[src/tmas_pkg.sv]
`timescale 1ns / 1ps
// Package for the trajectory moving-average smoother: widths, payload types
// and the saturation helper shared by the interfaces and modules. No dependencies.

package tmas_pkg;

	localparam int DELTA_W      = 32;
	localparam int TRAJ_W       = 48;
	localparam int IDX_W        = 32;
	localparam int RADIUS_W     = 6;
	localparam int MAX_RADIUS   = 63;
	localparam int RADIUS_RESET = 30;
	localparam int RING_DEPTH   = 128;
	localparam int RING_AW      = $clog2(RING_DEPTH);
	localparam int DIV_W        = RADIUS_W + 1;
	localparam int SUM_W        = TRAJ_W + RING_AW;
	localparam int DIV_CNT_W    = $clog2(SUM_W + 1);

	typedef logic signed [DELTA_W-1:0] delta_t;
	typedef logic signed [TRAJ_W-1:0]  traj_t;
	typedef logic signed [TRAJ_W:0]    ext_t;
	typedef logic signed [SUM_W-1:0]   sum_t;
	typedef logic [IDX_W-1:0]          idx_t;
	typedef logic [RADIUS_W-1:0]       radius_t;
	typedef logic [RING_AW-1:0]        ring_addr_t;
	typedef logic [DIV_W-1:0]          divisor_t;

	typedef struct packed {
		traj_t x;
		traj_t y;
		traj_t angle;
	} traj3_t;

	// clip a one-bit-wider value to the trajectory range
	function automatic traj_t sat_traj(input ext_t v);
		traj_t res;
		if (v[TRAJ_W] != v[TRAJ_W-1]) begin
			res = v[TRAJ_W] ? {1'b1, {(TRAJ_W-1){1'b0}}} : {1'b0, {(TRAJ_W-1){1'b1}}};
		end else begin
			res = v[TRAJ_W-1:0];
		end
		return res;
	endfunction

endpackage

[src/tmas_sdiv.sv]
`timescale 1ns / 1ps
// Bit-serial signed divider by a small odd divisor, truncating toward zero:
// one quotient bit per cycle through a shift register. Depends on tmas_pkg.

module tmas_sdiv (
	input  logic                clk,
	input  logic                arst_n,
	input  logic                start,
	input  tmas_pkg::sum_t      dividend,
	input  tmas_pkg::divisor_t  divisor,
	output logic                busy,
	output tmas_pkg::traj_t     quotient
);

	logic                             busy_q;
	logic [tmas_pkg::DIV_CNT_W-1:0]   cnt_q;
	logic                             neg_q;
	logic [tmas_pkg::SUM_W-1:0]       sh_q;
	tmas_pkg::divisor_t               rem_q;
	tmas_pkg::divisor_t               dvs_q;
	logic [tmas_pkg::DIV_W:0]         trial;
	logic [tmas_pkg::DIV_W:0]         diff;
	logic                             take;
	tmas_pkg::sum_t                   q_full;

	always_comb begin
		trial  = {rem_q, sh_q[tmas_pkg::SUM_W-1]};
		diff   = trial - {1'b0, dvs_q};
		take   = trial >= {1'b0, dvs_q};
		q_full = neg_q ? -$signed(sh_q) : $signed(sh_q);
	end

	assign busy     = busy_q;
	assign quotient = q_full[tmas_pkg::TRAJ_W-1:0];

	always_ff @(posedge clk or negedge arst_n) begin
		if (!arst_n) begin
			busy_q <= 1'b0;
			cnt_q  <= '0;
		end else if (start) begin
			busy_q <= 1'b1;
			cnt_q  <= tmas_pkg::DIV_CNT_W'(tmas_pkg::SUM_W);
		end else if (busy_q) begin
			cnt_q <= cnt_q - 1'b1;
			if (cnt_q == 1) begin
				busy_q <= 1'b0;
			end
		end
	end

	always_ff @(posedge clk) begin
		if (start) begin
			neg_q <= dividend[tmas_pkg::SUM_W-1];
			sh_q  <= dividend[tmas_pkg::SUM_W-1] ? -dividend : dividend;
			rem_q <= '0;
			dvs_q <= divisor;
		end else if (busy_q) begin
			rem_q <= take ? diff[tmas_pkg::DIV_W-1:0] : trial[tmas_pkg::DIV_W-1:0];
			sh_q  <= {sh_q[tmas_pkg::SUM_W-2:0], take};
		end
	end

endmodule
[config.mk]
export PLATFORM = sky130hd
export DESIGN_NAME = tmas_sdiv
export DESIGN_NICKNAME = d
export VERILOG_FILES = /design/src/tmas_pkg.sv /design/src/tmas_sdiv.sv
export SDC_FILE = /design/constraint.sdc
export NUM_CORES = 1
export LEC_CHECK = 0
export BUFFER_PORTS_ARGS = -buffer_cell sky130_fd_sc_hd__buf_2
export CAP_MARGIN = 20
export CORE_ASPECT_RATIO = 1.75
export CORE_UTILIZATION = 26
export CTS_CLUSTER_SIZE = 8
export DETAILED_ROUTE_END_ITERATION = 10
export GPL_ROUTABILITY_DRIVEN = 0
export GPL_TIMING_DRIVEN = 0
export SYNTH_ARGS = -nofsm -noshare
export SYNTH_HDL_FRONTEND = slang
export SYNTH_SLANG_ARGS = --single-unit
[constraint.sdc]
create_clock -name clk -period 2.33 [get_ports clk]
set_clock_uncertainty 0.15 [all_clocks]
set_input_delay 0.1165 -clock clk [delete_from_list [all_inputs] [get_ports clk]]
set_output_delay 0.1165 -clock clk [all_outputs]
set_load 0.01 [all_outputs]
==> results.md <==
Synth:
- In this run, synthesis inferred 63 flip-flops with an integrated enable.
- In the post-synthesis netlist, the biggest area contributors are sky130_fd_sc_hd__edfxtp_1 32%, sky130_fd_sc_hd__xnor2_1 7.9%, sky130_fd_sc_hd__xor2_1 5.4%, sky130_fd_sc_hd__nor2_1 4.2%, sky130_fd_sc_hd__a21oi_1 3.8%.
- The largest area contributor in the synthesized netlist is sky130_fd_sc_hd__edfxtp_1.
- In this run the cell area of the synthesized design comes to 0.00595 mm2.
- The number of nets handed over by synthesis was 718.
- The total number of yosys warnings is 0.
- For this run, the register share of the synthesized area comes to 37.1%.
- The synthesized netlist cell count is 641.
- The count of distinct cell types in the synthesized netlist is 60.
- The average size of a mapped cell is 9.28 um2.
- Counting flops with an async set or reset pin after synthesis yields a share of 9.09%.
- The share of the synthesized area in the top cell type is 31.8%.
- The most numerous cell in the Yosys netlist is sky130_fd_sc_hd__nor2_1.
- Synthesis inferred 77 register bits.
- The commonest cells after synthesis are 67 x sky130_fd_sc_hd__nor2_1, 63 x sky130_fd_sc_hd__edfxtp_1, 54 x sky130_fd_sc_hd__xnor2_1.
- For this run, the leading register cell type out of synthesis is sky130_fd_sc_hd__edfxtp_1.

Timing:
- In this run the tightest slew margin relative to its limit is 33.1%.
- The aggregate negative setup slack is -23,180 ps.
- The number of pins with negative max-slew slack in the final report came to 0.
- Dividing the final minimum period by the clock period gives 131%.
- The worst slack on hold paths is -13.5 ps.
- Setup violations remaining at the end of the flow were counted as 41.
- Setup repair after global routing could not meet its margin everywhere.
- The worst setup slack after layout is -734 ps.
- Based on the critical path, the design can be clocked at up to 326 MHz.
- For the pin with the worst max-slew slack, the measured transition is 1000 ps.
- The hold violation count in the final report is 7.
- For the finished layout, the period the worst path requires is 3060 ps.

CTS:
- The tree built by TritonCTS fans out to 77 sinks.
- The clock latency reported for the late side of the worst-skew pair is 360 ps.
- The CTS H-tree depth is 3.
- The buffer depth of the longest clock path is 2.
- The clock root buffer is sky130_fd_sc_hd__clkbuf_16.
- After clock tree synthesis, the clock-pin slew on the worst setup and hold paths is 60 ps.
- The CTS tree is done.
- The number of clock buffers inserted by TritonCTS is 9.

Critical path:
- STA classifies the critical path startpoint as a flip-flop.
- The worst setup path is captured at an output port.
- The arrival time of data at the critical path endpoint is 2800 ps.
- At the worst endpoint, the required time is 2060 ps.
- Along the worst path, the maximum fanout reaches 4.
- The class of the most critical setup path is reg -> out.
- In this run the critical register-to-register path is captured at rem_q[1]$_SDFFE_PP0P_.
- The slack of the worst reg-to-reg path is 20 ps.
- The maximum cell stage delay along the critical path is 560 ps.
- The count of cells along the worst register-to-register path is 10.
- Traced cell by cell, the critical path runs through or4_4 > buf_4 > nor4_4 > buf_6 > buf_12 > nand3_4 > o41ai_4 > xnor2_1 > buf_2.
- The highest-delay cell along the critical path is sky130_fd_sc_hd__or4_4.
- The source of the worst register-to-register timing path is sh_q[54]$_DFFE_PP_.

Routing:
- The detail route stage leaves a number of antenna-violating nets equal to 0.
- The routed length per placed instance is 19.2 um.
- The detailed-route DRC error count is 0.
- The total number of vias is 6,119.
- For this run, the detailed router's first-pass iteration total came to 4.
- The wire length after detailed routing is 22,100 um.
- The first routing iteration left 362 violations.
- Using the TritonRoute via totals, the vias-per-cell ratio works out to 5.30.

GRT:
- For this run the aggregate overflow at the end of global routing stands at 0.
- The initial antenna violation count was 2.
- Global routing consumed, over all layers together, 18.5% of the routing resources.
- The number of global-route vias before repair is 6,018.
- Entering global routing, the biggest net connects 29 pins.
- The first global-routing pass estimated 32,800 um of wire.

Power and ir drop:
- Per report_power, the combinational group accounts for 37.7% of the total.
- Power spread over the standard cell area amounts to 638 mW/mm2.
- The proportion of power drawn by the clock network is 27.4%.
- Summed over all cells, the static leakage comes to 3.40 nW.
- The fraction of power spent switching nets is 34.6%.
- Summed over all nets, the switching power comes to 1.95 mW.
- Registers are responsible for 34.8% of the overall power.
- Across the VDD grid, the largest voltage drop is 0.000475 V.
- The internal power of the cells is 3.68 mW.

Cells and area:
- Compared with the post-synthesis result, the final layout area differs by 48.4%.
- The layout has 2,180 filler cells.
- For this run, the number of standard cells in the final layout without fillers is 1,154.
- For this run, the post-layout net count is 929.
- The share of cells above drive strength 1 is 38.2%.

Die:
- The initial utilization of the core area, before any placement, comes to 26.7%.
- In this run the core area contains 72 standard-cell rows.
- The number of top-level design ports is 114.
- The die covers 0.0235 mm2.
- The horizontal die dimension is 116 um.
- The floorplan step set the die height to 202 um.
- In this run the standard cell core region covers 0.0223 mm2.

Placement:
- The count of buffers from port buffering is 113.
- Once placement completed, the tool counted placed cells totaling 1,051.
- Summed over all nets, the half-perimeter wirelength after detailed placement is 15,700 um.

Status:
- The final reports fail on hold timing, setup timing.
- The flow ran to the end, but the final reports show violations.

Hold path:
- The worst hold-check path type is in -> async.

Run:
- The tool flagged a number of max-cap violations equal to 0.
==> kinds of logic (layout without fill, tap and decap cells) <==
kind of cell	count (synthesis)	count (layout)	share of synthesized area [%]
AOI/OAI and AO/OA	163	163	19.2
and+or+nand+nor	231	232	22.1
other	0	1	0
DFF	77	77	37.1
buffers and inverters	57	272	3.83
adders and majority gates	12	12	2.65
xor gates and xnor gates	91	91	13.4
muxes	10	10	1.75
==> per-layer routing <==
layer / share of wire [%] / GRT usage [%]
met1: 37 / 20.1
met2: 53 / 33.8
met3: 5.1 / 3.00
met4: 4.7 / 9.16
met5: 0.045 / 0
==> power groups by stage <==
stage | Clock (mW) | Combinational (mW) | Sequential (mW)
3_3_place_gp | 0 | 1.55 | 1.96
4_1_cts | 1.56 | 1.92 | 1.94
2_1_floorplan | 0 | 1.03 | 1.89
5_1_grt | 1.61 | 2.29 | 1.98
3_5_place_dp | 0 | 1.57 | 1.96
6_report | 1.55 | 2.13 | 1.96
==> critical path: cells and delay by family, from the launching register on <==
kind / cells / cell delay, ps
xor+xnor: 1 / 200
simple gates: 3 / 890
buf+inv: 4 / 660
compound gates: 1 / 270
flops: 1 / 410
==> per-stage QoR <==
stage	power [mW]	hold WS [ps]	util [%]	worst slack [ps]	area (um2)
6_report	5.64	-13.5	39.7	-734	8830
3_5_place_dp	3.53	-188	31.3	-719	6960
4_1_cts	5.43	5.49	37.5	-700	8330
5_1_grt	5.88	29.5	39.7	-773	8830
2_1_floorplan	2.92	-329	-	-146	6000
3_3_place_gp	3.52	-192	31.2	-702	6940
==> timing repair <==
item,CTS,global route
endpoints found under the hold margin,27,0
cloned,1,0
setup endpoints to repair,94,60
setup buffers,42,26
hold buffers,18,0
pin swaps,38,40
gates resized for setup,100,53
==> final cells by class <==
| cell class | instances | area [um2] | area share [%] |
|---|---|---|---|
| Antenna cell | 1 | 2.50 | 0.0283 |
| Buffer | 33 | 148 | 1.67 |
| Clock buffer | 10 | 229 | 2.59 |
| Clock inverter | 6 | 86.3 | 0.978 |
| Inverter | 23 | 86.3 | 0.978 |
| Multi-Input combinational cell | 508 | 4300 | 48.7 |
| Sequential cell | 77 | 2210 | 25.0 |
| Tap cell | 296 | 370 | 4.19 |
| Timing Repair Buffer | 200 | 1400 | 15.9 |
==> layout by cell type, fill, tap and decap left out, drive strengths merged, types with 18 or more instances in the layout <==
cell type / count
nand3: 20
nor2: 67
or4: 18
dlygate4sd3: 18
o41ai: 25
a21oi: 45
xor2: 37
o31ai: 28
clkbuf: 34
o21ai: 26
nand4: 19
inv: 23
nand2: 31
buf: 191
xnor2: 54
edfxtp: 63
==> how the worst max path moves through the flow <==
| stage | from | end | cells after the start | slack [ps] |
|---|---|---|---|---|
| after floorplan | sh_q[5]$_DFFE_PP_ | quotient[17] | 5 | -150 |
| after global placement | sh_q[4]$_DFFE_PP_ | quotient[37] | 6 | -700 |
| after detailed placement | dividend[7] | sh_q[46]$_DFFE_PP_ | 6 | -720 |
| after CTS | sh_q[3]$_DFFE_PP_ | quotient[45] | 8 | -700 |
| after global routing | sh_q[3]$_DFFE_PP_ | quotient[45] | 8 | -770 |
| final | sh_q[3]$_DFFE_PP_ | quotient[19] | 9 | -730 |
==> flip-flops by register name (all words and copies together), names as in the netlist <==
register,flops
neg_q,1
busy,1
sh_q,55
dvs_q,7
rem_q,7
cnt_q,6
No activity file was read; power rests on OpenSTA's default activity.
