**src/tmas_ram.sv**
```systemverilog
`timescale 1ns / 1ps
// Generic simple dual-port RAM: one write port, one read port, registered read.
// No dependencies.

module tmas_ram #(
	parameter int WIDTH = 8,
	parameter int DEPTH = 16
) (
	input  logic                     clk,
	input  logic                     we,
	input  logic [$clog2(DEPTH)-1:0] waddr,
	input  logic [WIDTH-1:0]         wdata,
	input  logic [$clog2(DEPTH)-1:0] raddr,
	output logic [WIDTH-1:0]         rdata
);

	logic [WIDTH-1:0] mem [DEPTH];

	always_ff @(posedge clk) begin
		if (we) begin
			mem[waddr] <= wdata;
		end
		rdata <= mem[raddr];
	end

endmodule

```
**config.mk**
```make
export PLATFORM = sky130hd
export DESIGN_NAME = tmas_ram
export DESIGN_NICKNAME = d
export VERILOG_FILES = /design/src/tmas_ram.sv
export SDC_FILE = /design/constraint.sdc
export NUM_CORES = 1
export LEC_CHECK = 0
export BUFFER_PORTS_ARGS = -buffer_cell sky130_fd_sc_hd__buf_2
export CELL_PAD_IN_SITES_DETAIL_PLACEMENT = 1
export CELL_PAD_IN_SITES_GLOBAL_PLACEMENT = 1
export CORE_ASPECT_RATIO = 0.7
export CORE_MARGIN = 2
export CORE_UTILIZATION = 52
export CTS_CLUSTER_DIAMETER = 100
export CTS_CLUSTER_SIZE = 25
export DETAILED_ROUTE_END_ITERATION = 8
export PLACE_DENSITY_LB_ADDON = 0.08
export REMOVE_ABC_BUFFERS = 1
export SLEW_MARGIN = 40
export SYNTH_ARGS = -nofsm -noshare
export SYNTH_HDL_FRONTEND = slang
export SYNTH_SLANG_ARGS = --single-unit
```
**constraint.sdc**
```tcl
create_clock -name clk -period 2.6 [get_ports clk]
set_input_delay 0.13 -clock clk [delete_from_list [all_inputs] [get_ports clk]]
set_output_delay 0.13 -clock clk [all_outputs]
set_load 0.01 [all_outputs]
```
==> reports/summary.log, run 1 <==
qor: clock_network.clock_sinks 136
qor: synth.post_synth_edffs 128
qor: finish.final_layout_size_suffix_gt1_frac 0.317
qor: synth.ys_seq_area_frac 0.778
qor: placed_design.gpl.final_weighted_congestion 0.729
qor: clock_network.tritoncts done
qor: route.drt.antenna.violating_nets 0
qor: synth.synth.largest_area_cell sky130_fd_sc_hd__edfxtp_1
qor: clock_network.cts.htree.levels 4
qor: placed_design.placement.cell_area 5490 um^2
qor: timing.timing_worst_slew_pin_value 821 ps
qor: worst_setup_path.crit_path_end_kind flip-flop
qor: finish.num-fill-cells 771
qor: clock_network.cts_resized 0
qor: synth.yosys.cell_count.top_type sky130_fd_sc_hd__edfxtp_1
qor: timing.final_setup_skew 10.4 ps
qor: outcome.run_status completed
qor: worst_setup_path.crit_family multiplexers
qor: timing.final.period_utilization 0.583
qor: power.power-per-cell-area 857 nW/um^2
qor: hold_path.hold_depth 1
qor: synth.postSynthRegisterBits 136
qor: die.top_level_ports 26
qor: die.die_width 123 um
qor: synth.synth_common_cells sky130_fd_sc_hd__edfxtp_1 (128), sky130_fd_sc_hd__mux4_2 (18), sky130_fd_sc_hd__a22oi_1 (16), sky130_fd_sc_hd__mux4_1 (14), sky130_fd_sc_hd__nor2_1 (13)
qor: clock_network.cts_setup_buffers 0
qor: placed_design.dp_hpwl 6300 um
qor: die.die_height 87.2 um
qor: route.wl 10600 um
qor: die.rows 30
qor: route.first_pass_iteration_count_of_the_detailed_router 4
qor: route.via_count 2440
qor: worst_setup_path.worst_path_buf_inv 0
qor: timing.final_hold_viol_count 0
qor: synth.synth.distinct_cells 19
qor: finish.fin_cells 421
qor: worst_setup_path.cp_num_cells 3
qor: die.core_area 9650 um^2
qor: timing.finalWorstPathRequiredPeriod 1520 ps
qor: worst_setup_path.worst_r2r_path_depth 3
qor: worst_setup_path.timing.setup.critical_path_class reg2reg
qor: route.post_drt_via_cell_ratio 5.80
qor: finish.antenna_cells_inserted 0
qor: synth.synth.top_cell.area_share 0.747
qor: clock_network.clk_latency 420 ps
qor: job.max_cap_viols 0
qor: worst_setup_path.crit_arrival 1810 ps
qor: global_route.pin_count_of_the_biggest_net_entering_global_routing 23
qor: synth.async_reset_ff_frac 0
qor: clock_network.clk_pin_slew 60 ps
qor: finish.final_cell_area 6130 um^2
qor: clock_network.clockRootBuffer sky130_fd_sc_hd__clkbuf_16
qor: placed_design.pre_cts_slack 613 ps
qor: clock_network.cts_buffer_depth 2
qor: finish.fin_nets 298
qor: worst_setup_path.critical_path.cell_chain mux4_1, a22oi_1, nand2_1
qor: hold_path.min_path_type in2reg
qor: timing.fin_ws 1080 ps
qor: timing.timing.final.setup_violations 0
qor: clock_network.post_cts_hold_buffer_count 0
qor: die.initial_core_util 0.534
qor: timing.finalMaxSlewViolations 0
qor: worst_setup_path.crit_path_start_kind flip-flop
qor: synth.synth_area_per_cell 22.5 um^2
qor: synth.most_area_consuming_cells_after_synthesis sky130_fd_sc_hd__edfxtp_1 (75%), sky130_fd_sc_hd__mux4_2 (7.9%), sky130_fd_sc_hd__mux4_1 (7.1%)
qor: placed_design.port-buffer-count 25
qor: worst_setup_path.worst_path_max_delay_cell sky130_fd_sc_hd__mux4_1
qor: global_route.grtUsageTotal 0.229
qor: timing.max_clock_freq 660 MHz
qor: timing.grt_setup_unrepaired false
qor: global_route.wire_length_of_the_first_global_routing_pass 16200 um
qor: timing.total_negative_slack_for_setup_checks 0 ps
qor: global_route.number_of_antenna_violations_at_the_first_check_in_global_routing 0
qor: route.drt_drc_violations_left 0
qor: global_route.gr-total-overflow 0
qor: power.cellLeakagePower 2.10 nW
qor: worst_setup_path.worst-path-max-fanout 1
qor: clock_network.total_cts_buffers 17
qor: worst_setup_path.timing.critical_path.slowest_cell_delay 510 ps
qor: synth.synthesis.instances 229
qor: worst_setup_path.worst_ep_required_time 2900 ps
qor: route.dr.first_iter.drc_count 192
qor: global_route.first_global_vias 2608
qor: worst_setup_path.r2r_slack 1080 ps
qor: synth.synthesis.yosys.warnings 0
qor: synth.ys_dominant_reg_cell sky130_fd_sc_hd__edfxtp_1
qor: placed_design.dp.cells 389
qor: die.floorplan.die_area 10700 um^2
qor: finish.syn2layout_area_growth 19.1%
qor: route.detail_route.wl_per_cell 25.2 um
qor: timing.worst_slew_margin_rel 0.451
qor: synth.synthesis.area 5150 um^2
qor: power.worst_ir_drop_vdd 818 uV
[worst paths after layout]
kind                            startpoint         end
worst max-delay path             mem[0][5]    rdata[5]
worst min-delay path              wdata[4]  mem[13][4]
worst max register to register   mem[0][5]    rdata[5]
worst min register to register  mem[12][0]    rdata[0]
[placed cells by master (no fill, tap or decap)]
cell type                    count
sky130_fd_sc_hd__nand2_1         9
sky130_fd_sc_hd__buf_4          16
sky130_fd_sc_hd__clkinvlp_4      1
sky130_fd_sc_hd__buf_2          25
sky130_fd_sc_hd__bufinv_16       4
sky130_fd_sc_hd__nand3b_1        2
sky130_fd_sc_hd__mux4_1         14
sky130_fd_sc_hd__nor2_2          1
sky130_fd_sc_hd__clkinv_4        2
sky130_fd_sc_hd__nor2_1         12
sky130_fd_sc_hd__nor2b_1         1
sky130_fd_sc_hd__a22oi_1        16
sky130_fd_sc_hd__mux4_2         18
sky130_fd_sc_hd__inv_6           1
sky130_fd_sc_hd__and2b_1         1
sky130_fd_sc_hd__clkinv_2        3
sky130_fd_sc_hd__and2_1          1
sky130_fd_sc_hd__nor3_1          4
sky130_fd_sc_hd__edfxtp_1      128
sky130_fd_sc_hd__clkbuf_1        1
sky130_fd_sc_hd__or3b_2          1
sky130_fd_sc_hd__clkbuf_8        3
sky130_fd_sc_hd__clkbuf_16      17
sky130_fd_sc_hd__buf_12          1
sky130_fd_sc_hd__nand2b_1        2
sky130_fd_sc_hd__nand3_1         1
sky130_fd_sc_hd__dfxtp_1         8
[kinds of logic after synthesis]
| logic type | share of synthesized area |
|---|---|
| AOI/OAI and AO/OA | 0.0233 |
| buffers and inverters | 0.0168 |
| DFF | 0.778 |
| muxes | 0.150 |
| and+or+nand+nor | 0.0318 |
[area by class of cell]
class	count	area [um^2]	share of cell area
Sequential cell	136	4000	0.653
Tap cell	128	160	0.0261
Clock buffer	21	470	0.0768
Timing Repair Buffer	42	265	0.0433
Multi-Input combinational cell	83	1060	0.173
Clock inverter	11	169	0.0276
[power breakdown]
| part | total, W | internal, W | switching, W |
|---|---|---|---|
| Combinational | 0.000231 | 0.0000952 | 0.000136 |
| Clock | 0.00256 | 0.00168 | 0.000879 |
| Sequential | 0.00246 | 0.00245 | 0.0000127 |
| Total | 0.00525 | 0.00423 | 0.00103 |
[sequential cells by signal, summed over array words and instances (netlist names)]
name and flops:
mem 128, rdata 8
[layer usage]
metal,share of wire,GRT usage,up-vias
li1,-,-,1075
met1,0.44,0.318,1276
met2,0.47,0.340,77
met3,0.070,0.0785,12
met4,0.012,0.0867,0
met5,0,0,-
[per-stage QoR]
| stage | util | hold slack, ps | total power [W] |
|---|---|---|---|
| 2_1_floorplan | - | 229 | 0.00261 |
| 3_5_place_dp | 0.569 | 526 | 0.00274 |
| 5_1_grt | 0.635 | 90.7 | 0.00541 |
| 3_3_place_gp | 0.569 | 525 | 0.00273 |
| 6_report | 0.635 | 93.8 | 0.00525 |
| 4_1_cts | 0.635 | 86.6 | 0.00529 |
[worst register-to-register path: cells and delay by family, from the launching register on]
kind             cells  cell delay, ps
flip-flops           1             380
AND/OR/NAND/NOR      1             100
AO/OA/AOI/OAI        1             410
multiplexers         1             510
Note: power is estimated with default switching activity, not from simulation.
==> inputs of run 2 (changes only) <==
--- a/config.mk
+++ b/config.mk
@@ -10,7 +10,7 @@
 export CELL_PAD_IN_SITES_GLOBAL_PLACEMENT = 1
 export CORE_ASPECT_RATIO = 0.7
 export CORE_MARGIN = 2
-export CORE_UTILIZATION = 52
+export CORE_UTILIZATION = 48
 export CTS_CLUSTER_DIAMETER = 100
 export CTS_CLUSTER_SIZE = 25
 export DETAILED_ROUTE_END_ITERATION = 8
==> constraint.sdc (replaced) <==
create_clock -name clk -period 1.36 [get_ports clk]
set_input_delay 0.068 -clock clk [delete_from_list [all_inputs] [get_ports clk]]
set_output_delay 0.068 -clock clk [all_outputs]
set_load 0.01 [all_outputs]
==> run 2 against run 1 <==
  * First-iteration DRC count up 13%
  * Final area up 0.35%
  * Flip-flop and latch count unchanged
  * Sequential share of layout area down 0.23 points
  * Largest power group is now registers
==> reports/summary.log, run 2 (synthesis gave the netlist of run 1 again) <==
qor: worst_setup_path.timing.setup.critical_path_class reg2reg
qor: finish.antenna_cells_inserted 0 [unchanged]
qor: finish.syn2layout_area_growth 19.5%
qor: clock_network.cts.htree.levels 4 [unchanged]
qor: worst_setup_path.crit_path_end_kind flip-flop
qor: finish.layout.cells.most_common_list sky130_fd_sc_hd__edfxtp_1 (128), sky130_fd_sc_hd__buf_2 (25), sky130_fd_sc_hd__buf_4 (24)
qor: placed_design.dp_hpwl 6500 um [+3.1%]
qor: placed_design.port-buffer-count 25 [unchanged]
qor: route.wl 10700 um [+0.56%]
qor: die.die_height 90.6 um [+3.9%]
qor: route.first_pass_iteration_count_of_the_detailed_router 4 [unchanged]
qor: die.core_area 10400 um^2 [+7.8%]
qor: placed_design.placement.cell_area 5570 um^2 [+1.6%]
qor: route.via_count 2470 [+1.2%]
qor: global_route.wire_length_of_the_first_global_routing_pass 16500 um [+2.2%]
qor: timing.timing_worst_slew_pin_value 812 ps [-9.48 ps]
qor: timing.fin_ws 61.7 ps [-1020 ps]
qor: job.max_cap_viols 0 [unchanged]
qor: timing.worst_slew_margin_rel 0.457 [+0.00634]
qor: die.top_level_ports 26 [unchanged]
qor: timing.final.period_utilization 0.955 [+0.372]
qor: finish.fin_nets 307 [+3.0%]
qor: finish.final_cell_area 6150 um^2 [+0.35%]
qor: placed_design.pre_cts_slack -239 ps [-852 ps]
qor: route.drt.antenna.violating_nets 0 [unchanged]
qor: die.initial_core_util 0.495 [-0.0384]
qor: finish.fin_cells 434 [+3.1%]
qor: die.rows 31 [+3.3%]
qor: timing.finalWorstPathRequiredPeriod 1300 ps [-217 ps]
qor: timing.timing.final.setup_violations 0 [unchanged]
qor: power.worst_ir_drop_vdd 853 uV [+4.3%]
qor: route.post_drt_via_cell_ratio 5.69 [-1.8%]
qor: worst_setup_path.crit_arrival 1590 ps [-220 ps]
qor: clock_network.total_cts_buffers 17 [unchanged]
qor: power.cellLeakagePower 2.12 nW [+0.60%]
qor: route.dr.first_iter.drc_count 216 [+13%]
qor: global_route.grtUsageTotal 0.208 [-0.0216]
qor: finish.layout.cells.most_common sky130_fd_sc_hd__edfxtp_1
qor: route.drt_drc_violations_left 0 [unchanged]
qor: hold_path.min_path_type in2reg
qor: outcome.run_status completed
qor: clock_network.cts_buffer_depth 2 [unchanged]
qor: global_route.gr-total-overflow 0 [unchanged]
qor: worst_setup_path.crit_path_start_kind flip-flop
qor: worst_setup_path.worst-path-max-fanout 1 [unchanged]
qor: clock_network.clk_latency 410 ps [about the same]
qor: clock_network.clock_sinks 136 [unchanged]
qor: finish.final_layout_size_suffix_gt1_frac 0.338 [+0.0203]
qor: route.detail_route.wl_per_cell 24.5 um [-2.5%]
qor: global_route.first_global_vias 2598 [-0.38%]
qor: clock_network.cts_setup_buffers 0 [unchanged]
qor: clock_network.post_cts_hold_buffer_count 0 [unchanged]
qor: timing.grt_setup_unrepaired false
qor: finish.num-fill-cells 898 [+16%]
qor: finish.largest_register_ff_count 128 [unchanged]
qor: placed_design.dp.cells 402 [+3.3%]
qor: finish.layout_top_registers mem: 128 flops, rdata: 8 flops
qor: finish.top_register mem
qor: placed_design.gpl.final_weighted_congestion 0.725 [-0.59%]
qor: die.die_width 128 um [+3.9%]
qor: timing.finalMaxSlewViolations 0 [unchanged]
qor: timing.max_clock_freq 770 MHz [+17%]
qor: clock_network.tritoncts done
qor: worst_setup_path.worst_ep_required_time 1660 ps [-1240 ps]
qor: global_route.number_of_antenna_violations_at_the_first_check_in_global_routing 0 [unchanged]
qor: timing.final_setup_skew 6.59 ps [-3.79 ps]
qor: power.power-per-cell-area 1550 nW/um^2 [+81%]
qor: global_route.pin_count_of_the_biggest_net_entering_global_routing 33 [+43%]
qor: clock_network.clockRootBuffer sky130_fd_sc_hd__clkbuf_16
qor: clock_network.clk_pin_slew 60 ps [about the same]
qor: timing.final_hold_viol_count 0 [unchanged]
qor: die.floorplan.die_area 11600 um^2 [+8.0%]
-- run 2: cell count changes in the layout (fill, tap and decap cells not counted), sizes merged --
cell    before  now
buf         42   51
clkinv       5    8
bufinv       4    2
inv          1    0
-- run 2: critical path, stage by stage (launching register included) --
cell	delay (ps)
sky130_fd_sc_hd__edfxtp_1	360
sky130_fd_sc_hd__mux4_1	500
sky130_fd_sc_hd__a22oi_1	250
sky130_fd_sc_hd__nand2_1	70
-- run 2: layout make-up --
class / instances / area [um^2] / share of cell area
Timing Repair Buffer: 51 / 345 / 0.0562
Clock buffer: 21 / 460 / 0.0749
Tap cell: 132 / 165 / 0.0269
Multi-Input combinational cell: 83 / 1070 / 0.174
Sequential cell: 136 / 4000 / 0.651
Clock inverter: 11 / 104 / 0.0169
-- run 2: where the power goes --
| part | total [W] | internal, W | leakage (nW) | switching, W |
|---|---|---|---|---|
| Sequential | 0.00471 | 0.00469 | 1.22 | 0.0000272 |
| Clock | 0.00438 | 0.00276 | 0.279 | 0.00162 |
| Combinational | 0.000466 | 0.000204 | 0.612 | 0.000262 |
-- run 2: path summary, 6_finish.rpt --
kind	start	end	slack, ps	cells after the start
worst max-delay path	mem[9][2]	rdata[2]	60	3
worst min register to register	mem[7][1]	rdata[1]	680	3
worst min-delay path	wdata[3]	mem[2][3]	40	1
worst max register to register	mem[9][2]	rdata[2]	60	3
-- run 2: metal layers --
| metal | up-vias | track usage | share of wire |
|---|---|---|---|
| li1 | 1097 | - | - |
| met1 | 1285 | 0.312 | 0.47 |
| met2 | 66 | 0.293 | 0.45 |
| met3 | 22 | 0.0409 | 0.054 |
| met4 | 0 | 0.101 | 0.022 |
| met5 | - | 0 | 0 |
-- run 2: repair_timing --
item,4_1_cts,5_1_grt
cloned,0,0
gates resized for setup,1,3
endpoints found under the setup margin,1,3
pin swaps,0,2
-- run 2: through the flow --
stage               hold WS (ps)  total power [W]  utilization  setup TNS, ps
floorplan                    167          0.00499            -          -1610
global placement             467          0.00525        0.536           -832
detailed placement           462          0.00527        0.536          -1740
CTS                         37.3          0.00965        0.591              0
global route                51.2          0.00986        0.592              0
finish                      44.2          0.00956        0.592              0
